## src/hdl/sls16_pkg.sv

```systemverilog
package sls16_pkg;

    // configuration register map
    localparam int CFG_IDX_W  = 1;
    localparam int CFG_DATA_W = 16;

    typedef enum logic [CFG_IDX_W-1:0] {
        CFG_MAX_LEN = 1'b0,
        CFG_SYNC    = 1'b1
    } t_cfg_index;

    localparam logic [15:0] MAX_LEN_RESET = 16'd300;
    localparam logic [15:0] SYNC_RESET    = 16'h4A54;

    typedef struct packed {
        logic [15:0] max_len;
        logic [15:0] sync_word;
    } t_cfg;

    // header offsets within a frame
    localparam int POS_W = 5;
    localparam logic [POS_W-1:0] POS_FIRST_HDR = 5'd2;
    localparam logic [POS_W-1:0] POS_ADDR_LAST = 5'd9;
    localparam logic [POS_W-1:0] POS_TYPE      = 5'd13;
    localparam logic [POS_W-1:0] POS_CMD_HI    = 5'd15;
    localparam logic [POS_W-1:0] POS_CMD_LO    = 5'd16;
    localparam logic [POS_W-1:0] POS_LEN_HI    = 5'd17;
    localparam logic [POS_W-1:0] POS_LEN_LO    = 5'd18;

    typedef enum logic [2:0] {
        PH_HUNT1    = 3'd0,
        PH_HUNT2    = 3'd1,
        PH_HEADER   = 3'd2,
        PH_PAYLOAD  = 3'd3,
        PH_TRAIL_HI = 3'd4,
        PH_TRAIL_LO = 3'd5
    } t_phase;

    typedef enum logic [1:0] {
        KIND_PAYLOAD    = 2'd0,
        KIND_GOOD       = 2'd1,
        KIND_BAD_SUM    = 2'd2,
        KIND_OVER_LIMIT = 2'd3
    } t_kind;

    typedef struct packed {
        t_kind       kind;
        logic [7:0]  payload_byte;
        logic [15:0] payload_index;
        logic [63:0] device_address;
        logic [7:0]  frame_type;
        logic [15:0] command_word;
        logic [15:0] payload_length;
        logic [15:0] received_checksum;
        logic [15:0] computed_checksum;
    } t_result;

endpackage

```

## src/hdl/sls16_if.sv

```systemverilog
interface sls16_rx_if;
    logic       valid;
    logic       ready;
    logic [7:0] rx_byte;

    modport source (output valid, output rx_byte, input ready);
    modport sink   (input valid, input rx_byte, output ready);
endinterface

interface sls16_res_if;
    logic        valid;
    logic        ready;
    logic [1:0]  kind;
    logic [7:0]  payload_byte;
    logic [15:0] payload_index;
    logic [63:0] device_address;
    logic [7:0]  frame_type;
    logic [15:0] command_word;
    logic [15:0] payload_length;
    logic [15:0] received_checksum;
    logic [15:0] computed_checksum;

    modport source (
        output valid, output kind, output payload_byte, output payload_index,
        output device_address, output frame_type, output command_word,
        output payload_length, output received_checksum, output computed_checksum,
        input ready
    );
    modport sink (
        input valid, input kind, input payload_byte, input payload_index,
        input device_address, input frame_type, input command_word,
        input payload_length, input received_checksum, input computed_checksum,
        output ready
    );
endinterface

```

## src/hdl/sls16_cfg.sv

```systemverilog
module sls16_cfg
    import sls16_pkg::*;
(
    input  logic                  i_clk,
    input  logic                  i_rst_n,
    input  logic                  i_we,
    input  logic [CFG_IDX_W-1:0]  i_index,
    input  logic [CFG_DATA_W-1:0] i_data,
    output t_cfg                  o_cfg
);

    t_cfg r_cfg;
    t_cfg n_cfg;

    always_comb begin
        n_cfg = r_cfg;
        if (i_we) begin
            unique case (t_cfg_index'(i_index))
                CFG_MAX_LEN: n_cfg.max_len   = i_data;
                CFG_SYNC:    n_cfg.sync_word = i_data;
                default:     n_cfg = r_cfg;
            endcase
        end
    end

    always_ff @(posedge i_clk) begin
        if (!i_rst_n) begin
            r_cfg.max_len   <= MAX_LEN_RESET;
            r_cfg.sync_word <= SYNC_RESET;
        end else begin
            r_cfg <= n_cfg;
        end
    end

    assign o_cfg = r_cfg;

endmodule

```

## src/hdl/sls16_parser.sv

```systemverilog
module sls16_parser
    import sls16_pkg::*;
(
    input  logic       i_clk,
    input  logic       i_rst_n,
    input  t_cfg       i_cfg,
    input  logic       i_accept,
    input  logic [7:0] i_byte,
    output logic       o_res_valid,
    output t_result    o_res
);

    t_phase           r_phase, n_phase;
    logic [POS_W-1:0] r_pos, n_pos;
    logic [15:0]      r_pidx, n_pidx;
    logic [15:0]      r_sum, n_sum;
    logic [63:0]      r_addr, n_addr;
    logic [7:0]       r_type, n_type;
    logic [15:0]      r_cmd, n_cmd;
    logic [15:0]      r_len, n_len;
    logic [7:0]       r_thi, n_thi;

    logic [7:0]  s_hi;
    logic [7:0]  s_lo;
    logic [15:0] rcv_sum;
    logic [16:0] pidx_next;

    assign s_hi      = i_cfg.sync_word[15:8];
    assign s_lo      = i_cfg.sync_word[7:0];
    assign rcv_sum   = {r_thi, i_byte};
    assign pidx_next = {1'b0, r_pidx} + 17'd1;

    always_comb begin
        n_phase     = r_phase;
        n_pos       = r_pos;
        n_pidx      = r_pidx;
        n_sum       = r_sum;
        n_addr      = r_addr;
        n_type      = r_type;
        n_cmd       = r_cmd;
        n_len       = r_len;
        n_thi       = r_thi;
        o_res_valid = 1'b0;
        o_res       = '0;

        if (i_accept) begin
            unique case (r_phase)
                PH_HUNT2: begin
                    if (i_byte == s_lo) begin
                        n_sum   = {8'h00, s_hi} + {8'h00, s_lo};
                        n_pos   = POS_FIRST_HDR;
                        n_phase = PH_HEADER;
                    end else if (i_byte != s_hi) begin
                        n_phase = PH_HUNT1;
                    end
                end
                PH_HEADER: begin
                    n_sum = r_sum + {8'h00, i_byte};
                    if (r_pos <= POS_ADDR_LAST) begin
                        n_addr = {r_addr[55:0], i_byte};
                    end else if (r_pos == POS_TYPE) begin
                        n_type = i_byte;
                    end else if (r_pos == POS_CMD_HI || r_pos == POS_CMD_LO) begin
                        n_cmd = {r_cmd[7:0], i_byte};
                    end else if (r_pos == POS_LEN_HI || r_pos == POS_LEN_LO) begin
                        n_len = {r_len[7:0], i_byte};
                    end
                    if (r_pos == POS_LEN_LO) begin
                        n_pidx = '0;
                        if (n_len > i_cfg.max_len) begin
                            n_phase     = PH_HUNT1;
                            o_res_valid = 1'b1;
                            o_res.kind  = KIND_OVER_LIMIT;
                        end else if (n_len == 16'd0) begin
                            n_phase = PH_TRAIL_HI;
                        end else begin
                            n_phase = PH_PAYLOAD;
                        end
                    end else begin
                        n_pos = r_pos + 1'b1;
                    end
                end
                PH_PAYLOAD: begin
                    n_sum               = r_sum + {8'h00, i_byte};
                    o_res_valid         = 1'b1;
                    o_res.kind          = KIND_PAYLOAD;
                    o_res.payload_byte  = i_byte;
                    o_res.payload_index = r_pidx;
                    n_pidx              = pidx_next[15:0];
                    if (pidx_next >= {1'b0, r_len}) begin
                        n_phase = PH_TRAIL_HI;
                    end
                end
                PH_TRAIL_HI: begin
                    n_thi   = i_byte;
                    n_phase = PH_TRAIL_LO;
                end
                PH_TRAIL_LO: begin
                    n_phase                 = PH_HUNT1;
                    o_res_valid             = 1'b1;
                    o_res.kind              = (rcv_sum == r_sum) ? KIND_GOOD : KIND_BAD_SUM;
                    o_res.received_checksum = rcv_sum;
                    o_res.computed_checksum = r_sum;
                end
                default: begin
                    // first sync byte hunt, also unused phase codes
                    n_phase = (i_byte == s_hi) ? PH_HUNT2 : PH_HUNT1;
                end
            endcase
        end

        // header fields travel with every result
        o_res.device_address = n_addr;
        o_res.frame_type     = n_type;
        o_res.command_word   = n_cmd;
        o_res.payload_length = n_len;
    end

    always_ff @(posedge i_clk) begin
        if (!i_rst_n) begin
            r_phase <= PH_HUNT1;
            r_pos   <= '0;
            r_pidx  <= '0;
            r_sum   <= '0;
            r_addr  <= '0;
            r_type  <= '0;
            r_cmd   <= '0;
            r_len   <= '0;
            r_thi   <= '0;
        end else begin
            r_phase <= n_phase;
            r_pos   <= n_pos;
            r_pidx  <= n_pidx;
            r_sum   <= n_sum;
            r_addr  <= n_addr;
            r_type  <= n_type;
            r_cmd   <= n_cmd;
            r_len   <= n_len;
            r_thi   <= n_thi;
        end
    end

    a_pidx_in_range: assert property (@(posedge i_clk) disable iff (!i_rst_n)
        r_phase == PH_PAYLOAD |-> r_pidx < r_len)
        else $error("payload index reached frame length");

    a_over_limit_rehunt: assert property (@(posedge i_clk) disable iff (!i_rst_n)
        (o_res_valid && o_res.kind == KIND_OVER_LIMIT) |=> r_phase == PH_HUNT1)
        else $error("hunt did not resume after oversized frame");

    a_trailer_order: assert property (@(posedge i_clk) disable iff (!i_rst_n)
        (r_phase == PH_TRAIL_LO && $past(r_phase) != PH_TRAIL_LO)
            |-> $past(r_phase) == PH_TRAIL_HI)
        else $error("trailer low byte phase entered out of order");

    a_header_pos: assert property (@(posedge i_clk) disable iff (!i_rst_n)
        r_phase == PH_HEADER |-> (r_pos >= POS_FIRST_HDR && r_pos <= POS_LEN_LO))
        else $error("header offset out of range");

endmodule

```

## src/hdl/sls16_out_stage.sv

```systemverilog
module sls16_out_stage
    import sls16_pkg::*;
(
    input  logic    i_clk,
    input  logic    i_rst_n,
    input  logic    i_res_valid,
    input  t_result i_res,
    output logic    o_space,
    output logic    o_valid,
    output t_result o_res,
    input  logic    i_ready
);

    logic    r_valid;
    t_result r_res;

    // room for a new result when empty or when the held one leaves now
    assign o_space = !r_valid || i_ready;

    always_ff @(posedge i_clk) begin
        if (!i_rst_n) begin
            r_valid <= 1'b0;
        end else if (i_res_valid) begin
            r_valid <= 1'b1;
        end else if (i_ready) begin
            r_valid <= 1'b0;
        end
    end

    always_ff @(posedge i_clk) begin
        if (i_res_valid) begin
            r_res <= i_res;
        end
    end

    assign o_valid = r_valid;
    assign o_res   = r_res;

    a_load_needs_space: assert property (@(posedge i_clk) disable iff (!i_rst_n)
        i_res_valid |-> o_space)
        else $error("result overwrote one still waiting");

endmodule

```

## src/hdl/sync_length_sum16_deframer.sv

```systemverilog
// channel   dir  transaction                      payload
// i_rx      in   one received byte                rx_byte
// o_res     out  payload byte or frame verdict    kind, payload_byte, payload_index,
//                                                 header fields, checksums
// i_cfg_*   in   register write (0 max length, 1 sync word)
//
// one byte per cycle: each byte passes the parser logic in the cycle it is
// taken and its result, if any, sits in the output register the next cycle
// i_rx.ready is high while the output register is empty or being drained,
// so the stream keeps full rate as long as results are taken
// synchronous active-low reset returns to the sync hunt and restores
// max length 300 and sync word 0x4A54
module sync_length_sum16_deframer
    import sls16_pkg::*;
(
    input  logic                  i_clk,
    input  logic                  i_rst_n,
    sls16_rx_if.sink              i_rx,
    sls16_res_if.source           o_res,
    input  logic                  i_cfg_we,
    input  logic [CFG_IDX_W-1:0]  i_cfg_index,
    input  logic [CFG_DATA_W-1:0] i_cfg_data
);

    t_cfg    cfg;
    logic    accept;
    logic    space;
    logic    res_valid;
    t_result res;
    t_result out_res;

    assign i_rx.ready = space;
    assign accept     = i_rx.valid && space;

    sls16_cfg u_cfg (
        .i_clk   (i_clk),
        .i_rst_n (i_rst_n),
        .i_we    (i_cfg_we),
        .i_index (i_cfg_index),
        .i_data  (i_cfg_data),
        .o_cfg   (cfg)
    );

    sls16_parser u_parser (
        .i_clk       (i_clk),
        .i_rst_n     (i_rst_n),
        .i_cfg       (cfg),
        .i_accept    (accept),
        .i_byte      (i_rx.rx_byte),
        .o_res_valid (res_valid),
        .o_res       (res)
    );

    sls16_out_stage u_out (
        .i_clk       (i_clk),
        .i_rst_n     (i_rst_n),
        .i_res_valid (res_valid),
        .i_res       (res),
        .o_space     (space),
        .o_valid     (o_res.valid),
        .o_res       (out_res),
        .i_ready     (o_res.ready)
    );

    assign o_res.kind              = out_res.kind;
    assign o_res.payload_byte      = out_res.payload_byte;
    assign o_res.payload_index     = out_res.payload_index;
    assign o_res.device_address    = out_res.device_address;
    assign o_res.frame_type        = out_res.frame_type;
    assign o_res.command_word      = out_res.command_word;
    assign o_res.payload_length    = out_res.payload_length;
    assign o_res.received_checksum = out_res.received_checksum;
    assign o_res.computed_checksum = out_res.computed_checksum;

endmodule

```

## src/flat_wrapper.sv

```systemverilog
// flat-port wrapper written by rule: the top's interface ports become plain ports
module sync_length_sum16_deframer_flat import sls16_pkg::*;
  (i_clk, i_rst_n, i_cfg_we, i_cfg_index, i_cfg_data, i_rx_valid, i_rx_rx_byte, i_rx_ready, o_res_valid, o_res_kind, o_res_payload_byte, o_res_payload_index, o_res_device_address, o_res_frame_type, o_res_command_word, o_res_payload_length, o_res_received_checksum, o_res_computed_checksum, o_res_ready);
  sls16_rx_if i_rx_i ();
  sls16_res_if o_res_i ();
  input  logic i_clk;
  input  logic i_rst_n;
  input  logic i_cfg_we;
  input  logic [CFG_IDX_W-1:0] i_cfg_index;
  input  logic [CFG_DATA_W-1:0] i_cfg_data;
  input wire logic [$bits(i_rx_i.valid)-1:0] i_rx_valid;
  input wire logic [$bits(i_rx_i.rx_byte)-1:0] i_rx_rx_byte;
  output wire logic [$bits(i_rx_i.ready)-1:0] i_rx_ready;
  output wire logic [$bits(o_res_i.valid)-1:0] o_res_valid;
  output wire logic [$bits(o_res_i.kind)-1:0] o_res_kind;
  output wire logic [$bits(o_res_i.payload_byte)-1:0] o_res_payload_byte;
  output wire logic [$bits(o_res_i.payload_index)-1:0] o_res_payload_index;
  output wire logic [$bits(o_res_i.device_address)-1:0] o_res_device_address;
  output wire logic [$bits(o_res_i.frame_type)-1:0] o_res_frame_type;
  output wire logic [$bits(o_res_i.command_word)-1:0] o_res_command_word;
  output wire logic [$bits(o_res_i.payload_length)-1:0] o_res_payload_length;
  output wire logic [$bits(o_res_i.received_checksum)-1:0] o_res_received_checksum;
  output wire logic [$bits(o_res_i.computed_checksum)-1:0] o_res_computed_checksum;
  input wire logic [$bits(o_res_i.ready)-1:0] o_res_ready;
  assign i_rx_i.valid = i_rx_valid;
  assign i_rx_i.rx_byte = i_rx_rx_byte;
  assign i_rx_ready = i_rx_i.ready;
  assign o_res_valid = o_res_i.valid;
  assign o_res_kind = o_res_i.kind;
  assign o_res_payload_byte = o_res_i.payload_byte;
  assign o_res_payload_index = o_res_i.payload_index;
  assign o_res_device_address = o_res_i.device_address;
  assign o_res_frame_type = o_res_i.frame_type;
  assign o_res_command_word = o_res_i.command_word;
  assign o_res_payload_length = o_res_i.payload_length;
  assign o_res_received_checksum = o_res_i.received_checksum;
  assign o_res_computed_checksum = o_res_i.computed_checksum;
  assign o_res_i.ready = o_res_ready;
  sync_length_sum16_deframer u_core (.i_clk(i_clk), .i_rst_n(i_rst_n), .i_rx(i_rx_i), .o_res(o_res_i), .i_cfg_we(i_cfg_we), .i_cfg_index(i_cfg_index), .i_cfg_data(i_cfg_data));
endmodule
```

## config.mk

```make
export PLATFORM = sky130hd
export DESIGN_NAME = sync_length_sum16_deframer_flat
export DESIGN_NICKNAME = d
export VERILOG_FILES = /design/src/hdl/sls16_pkg.sv /design/src/hdl/sls16_if.sv /design/src/hdl/sls16_cfg.sv /design/src/hdl/sls16_parser.sv /design/src/hdl/sls16_out_stage.sv /design/src/hdl/sync_length_sum16_deframer.sv /design/src/flat_wrapper.sv
export SDC_FILE = /design/constraint.sdc
export NUM_CORES = 1
export LEC_CHECK = 0
export BUFFER_PORTS_ARGS = -buffer_cell sky130_fd_sc_hd__buf_2
export CAP_MARGIN = 20
export CORE_MARGIN = 2
export CORE_UTILIZATION = 45
export DETAILED_ROUTE_END_ITERATION = 16
export GPL_TIMING_DRIVEN = 0
export PLACE_DENSITY = 0.7
export SYNTH_ARGS = -nofsm -noshare
export SYNTH_HDL_FRONTEND = slang
export SYNTH_SLANG_ARGS = --single-unit
```

## constraint.sdc

```tcl
create_clock -name i_clk -period 12.5 [get_ports i_clk]
set_input_delay 1.875 -clock i_clk [delete_from_list [all_inputs] [get_ports i_clk]]
set_output_delay 1.875 -clock i_clk [all_outputs]
set_load 0.03 [all_outputs]
```

# Word level (Yosys, flattened, before mapping)
# Cells that the tools add are included.
# totals
ff_bits	347
in_bits	30
out_inout_bits	164
wordCells	114
# op_classes
addsub	4
order_cmp	3
eq_ne	19
muxes	45
bitwise	1
n_reduce_logical	21
# ops
cell	n
2-to-1 mux 16 bit	15
2-to-1 mux 64 bit	3
one-hot mux 16 bit (2 select lines)	2
2-to-1 mux 8 bit	4
2-to-1 mux 3 bit	6
adder 16 x 1 -> 17 bit, second input constant	1
>= comparator 17 x 16 -> 1 bit	1
adder 16 x 8 -> 16 bit	1
== test 16 bit	1
== test 8 bit	2
greater-than comparator 16 bit	1
zero test 16 bit	1
== test 5 bit, second input constant	3
one-hot mux 3 bit (5 select lines)	1
== test 5 x 4 -> 1 bit, second input constant	2
2-to-1 mux 5 bit	2
one-hot mux 5 bit (2 select lines)	1
AND reduction 2 bit	5
adder 8 x 8 -> 9 bit	1
!= test 2 bit, second input constant	4
!= test 8 bit	1
AND reduction 4 bit	2
nonzero test 2 bit	4
== test 3 x 2 -> 1 bit, second input constant	2
15 further kinds	27

# Logic depth before layout (Yosys ltp)
# logic_depth
depth_word	14
ltp_mapped	16
mapped_depth_nobuf	15

# By module
# Synthesis repeated with hierarchy kept, for this count alone.
# hier_totals
hier_cells	1316
hier_area_um2	15165.8
# modules_own_cells
module	instances	cells_each	area_each_um2	seq_area_each_um2
sls16_parser	1	1014	8984.9	3042.9
sls16_out_stage	1	166	4913.5	4884.7
sls16_cfg	1	135	1261.2	640.6
sync_length_sum16_deframer	1	1	6.3	0.0

# Worst setup path after synthesis
# OpenSTA, ideal clock, no wires.
# synth_timing
path_type	input-to-reg
start	input port i_rx_rx_byte[0]
end	register u_core.u_out.r_res, in the netlist u_core.u_out.o_res[0] (enable)
arrival_time_ns	7.014
required_ns	11.972
setup_slack_ns	4.958
cell_stages	9
path_cell_list	clkbuf_1 -> mux2i_1 -> ha_1 -> nand2b_1 -> a21oi_1 -> nor3_1 -> o311ai_0 -> nand4_1 -> nand2_1
# synth_via
elab_chain_len	11
# synth_lines
item	line	rtl
start: declaration	flat_wrapper.sv:12	input wire logic [$bits(i_rx_i.rx_byte)-1:0] i_rx_rx_byte;
2-to-1 mux 16 bit	sls16_parser.sv:65	end else if (r_pos == POS_LEN_HI || r_pos == POS_LEN_LO) begin
2-to-1 mux 16 bit	sls16_parser.sv:63	end else if (r_pos == POS_CMD_HI || r_pos == POS_CMD_LO) begin
2-to-1 mux 16 bit	sls16_parser.sv:61	end else if (r_pos == POS_TYPE) begin
2-to-1 mux 16 bit	sls16_parser.sv:59	if (r_pos <= POS_ADDR_LAST) begin
2-to-1 mux 16 bit	sls16_parser.sv:47	unique case (r_phase)
2-to-1 mux 16 bit	sls16_parser.sv:46	if (i_accept) begin
greater-than comparator 16 bit	sls16_parser.sv:70	if (n_len > i_cfg.max_len) begin
2-to-1 mux 1 bit	sls16_parser.sv:70	
2-to-1 mux 1 bit	sls16_parser.sv:68	if (r_pos == POS_LEN_LO) begin
one-hot mux 1 bit (2 select lines)	sls16_parser.sv:47	
2-to-1 mux 1 bit	sls16_parser.sv:46	
named net u_core.res_valid	sync_length_sum16_deframer.sv:28	logic res_valid;
end signal: assignment	sls16_out_stage.sv:32	r_res <= i_res;
end: declaration	sls16_out_stage.sv:15	t_result r_res;
# The timed path passes the listed nets, and every way through them passes these cells. The select of a mux whose other input is x is not followed.
# A chain may end at the register's enable or synchronous reset.

# Worst setup path in the final report
# layout_timing
start	input port i_rx_rx_byte[0]
end	register u_core.u_out.r_res, in the netlist u_core.u_out.o_res[30] (enable)
# The elaborated chain is that of the path after synthesis.

==> qor.txt <==
syn avg cell area: 11.25 µm²
Remaining Overflow, GRT: 0
# Max-Cap Violations: 0
#FFs+latches synth: 347
DPL Wire Length: 26.31 mm
Clock Skews: 13.59 ps
Setup crit end kind: flop
final antenna-violating net count: 0
post-place setup slack: 5962 ps
Slew headroom: 21.80%
dpl cells: 1955
Power Internal: 1.810 mW
buffer count from post-CTS setup fixing: 0
# port buffers: 192
share of cells above drive strength 1: 22.85%
drt total wl: 36.99 mm
clk root buf: clkbuf_16
worst setup margin: 6521 ps
clock period minus worst slack: 5979 ps
Synth cell types: 67
DRC viols: 0
Hold Path End: u_core.u_cfg.o_cfg[31]
Fin. Hold Viols: 0
Fin Hold WS: 461.0 ps
ys flop type: dfxtp_1
Hold Path Depth: 2
total CTS buffers: 37
post_cts resized: 0
Reg area: 0.008568 mm²
Clock Sinks: 347
min-delay src: u_core.u_cfg.o_cfg[31]
number of synthesized flops with an enable pin: 162
CP peak stage delay: 720 ps
Worst setup SP type: input pin
chip width: 185.6 µm
upper clock frequency limit: 167.2 MHz
maximum fanout along the worst path: 71
Ys Warns: 0
Fillers: 2898
CTS Buffer Depth: 3
Worst EP arrival: 6160 ps
Peak VDD IR: 0.08986 mV
RD Place Congestion: 0.8879
Hold Crit Class: flop to flop
worst reg2reg path startpoint: u_core.u_parser.r_pos[0]
Reg power frac: 51.6%
Final TNS setup: 0 ps
ant diodes: 0
post-synth net total: 1404
Row Count: 66
total track usage: 21.08%
pwr/cell area: 131.1 mW/mm²
RSZ-0062 raised after global routing: false
# nets final: 1637
Worst-path clk slew: 60 ps
Initial Util: 45.62%
post-synth top area cell: edfxtp_1
Sw Share: 21.40%
Synth-to-Final Area Change: 18.35%
Crit path required time: 12680 ps
cell mode on critical path: buf_16
critical setup path kind: input pin to flop
top cells by count, synth: dfxtp_1, and2_1, edfxtp_1, nand2_1, mux2_2
Leakage: 7.064 nW
Max Slew Vio Count: 0
R2R cell count: 15
status: finished clean
largest net degree at the start of global routing: 72
via count: 10575
final setup violation count: 0
CTS H-tree lvls: 2
Syn Inst Count: 1319
vias per inst: 5.230
WL per Instance: 18.29 µm
CTS tree: done
most numerous cell in the Yosys netlist: dfxtp_1
core box area: 0.03254 mm²
Multi-input gate area: 0.005804 mm²
Synth top area share: 32.78%
Synth area leaders: edfxtp_1, dfxtp_1, and2_1
critical-path cell list: buf_2 > clkbuf_1 > mux2i_1 > ha_1 > nand2b_1 > a21oi_1 > nor3_1 > o311ai_0 > nand4_1 > nand2_4 > buf_16 > buf_16
DIE HEIGHT: 185.6 µm
reg2reg end: u_core.u_out.o_res[30]
Final period util: 47.83%
I/O pin count: 194
vias in the first global route: 10325
Pre-antenna DRT Iters: 5
Net Sw Power: 492.9 µW
Async S/R FF share, synth: 0%
clock power share: 45.3%
sequential element share of the synthesized area: 57.73%
Worst-Margin Slew: 1173 ps
die outline area: 0.03445 mm²
reg-to-reg slack, setup: 7080 ps
Mapped Area: 0.01484 mm²
first-pass GRT wire length: 56.12 mm
Cell Count, Final, Fillers Out: 2022
hold_buf cts: 0
worst-skew pair later-pin latency: 520 ps
initial antenna violation count: 1
DRT iter0 DRCs: 700
critical path's slowest cell: o311ai_0
Comb power frac: 3.2%
==> through the flow <==
step	cell area (µm²)	util, %	power [mW]
3_5_place_dp	16420	50.46	1.285
6_report	17570	53.99	2.303
4_1_cts	17570	53.99	2.330
3_3_place_gp	16360	50.27	1.283
5_1_grt	17570	53.99	2.378
2_1_floorplan	14840	-	1.255
==> registers in the layout, summed over array words and instances (netlist names), 5 cells and up <==
register                count
u_core.u_parser.r_type      8
u_core.u_parser.r_pidx     16
u_core.u_parser.r_addr     64
u_core.u_cfg.o_cfg         32
u_core.u_out.o_res        162
u_core.u_parser.r_thi       8
u_core.u_parser.r_sum      16
u_core.u_parser.r_cmd      16
u_core.u_parser.r_len      16
u_core.u_parser.r_pos       5
==> routing by layer <==
layer / track usage [%] / vias up / share of wire (%)
met3: 3.698 / 74 / 5.5
met5: 0 / - / 0.035
met4: 8.063 / 2 / 3.5
li1: - / 5078 / -
met1: 27.76 / 5100 / 45
met2: 34.75 / 321 / 46
==> cell families (layout without fill, tap and decap cells) <==
family | count (synthesis) | in the layout | share of synthesized area [%]
flops | 347 | 347 | 57.73
simple gates | 468 | 468 | 16.44
compound gates | 184 | 184 | 7.436
buf+inv | 114 | 375 | 3.212
fa+ha+maj | 56 | 56 | 4.805
xor+xnor | 55 | 55 | 3.246
mux | 95 | 95 | 7.132
==> cell type report <==
class | count | share of cell area, %
clock buffer | 55 | 5.941
multi-input combinational | 858 | 33.04
timing repair buffer | 194 | 5.784
buffer | 68 | 1.731
tap | 442 | 3.148
clock inverter | 12 | 0.5912
inverter | 46 | 0.9830
sequential | 347 | 48.78
==> how the worst max path moves through the flow <==
stage,from,endpoint,cells past startpoint
floorplan,i_rx_rx_byte[0],u_core.u_out.o_res[0],9
global placement,i_rx_rx_byte[2],u_core.u_out.o_res[3],11
detailed placement,i_rx_rx_byte[2],u_core.u_out.o_res[63],13
CTS,i_rx_rx_byte[0],u_core.u_out.o_res[3],12
global route,i_rx_rx_byte[0],u_core.u_out.o_res[11],12
finish,i_rx_rx_byte[0],u_core.u_out.o_res[30],12
==> cell usage in the layout (no fill, tap or decap), drive strengths merged, types with 4 or more instances in the layout <==
master,instances
buf,203
dfxtp,185
and2,164
edfxtp,162
nand2,125
clkbuf,113
mux2,86
nor2,72
o21ai,67
a21oi,58
ha,53
inv,49
xor2,31
xnor2,24
nand4,20
nor3,20
nand3,19
nor4,11
a211oi,9
mux2i,9
nand3b,9
a21o,8
clkinv,8
and3,7
o211ai,6
nor2b,6
o21a,5
o31ai,5
or4,4
==> worst max-delay path: cells and delay by family <==
| family | cells | cell delay, ps |
|---|---|---|
| buf+inv | 4 | 1510 |
| simple gates | 4 | 1150 |
| compound gates | 2 | 900 |
| fa+ha+maj | 1 | 280 |
| mux | 1 | 310 |
==> power by group through the flow <==
stage	logic [mW]	registers, mW	clock network (mW)
2_1_floorplan	0.0437	1.21	0
3_3_place_gp	0.0708	1.21	0
3_5_place_dp	0.0723	1.21	0
4_1_cts	0.0728	1.19	1.07
5_1_grt	0.0797	1.19	1.11
6_report	0.0731	1.19	1.04
No activity file was read; power rests on OpenSTA's default activity.
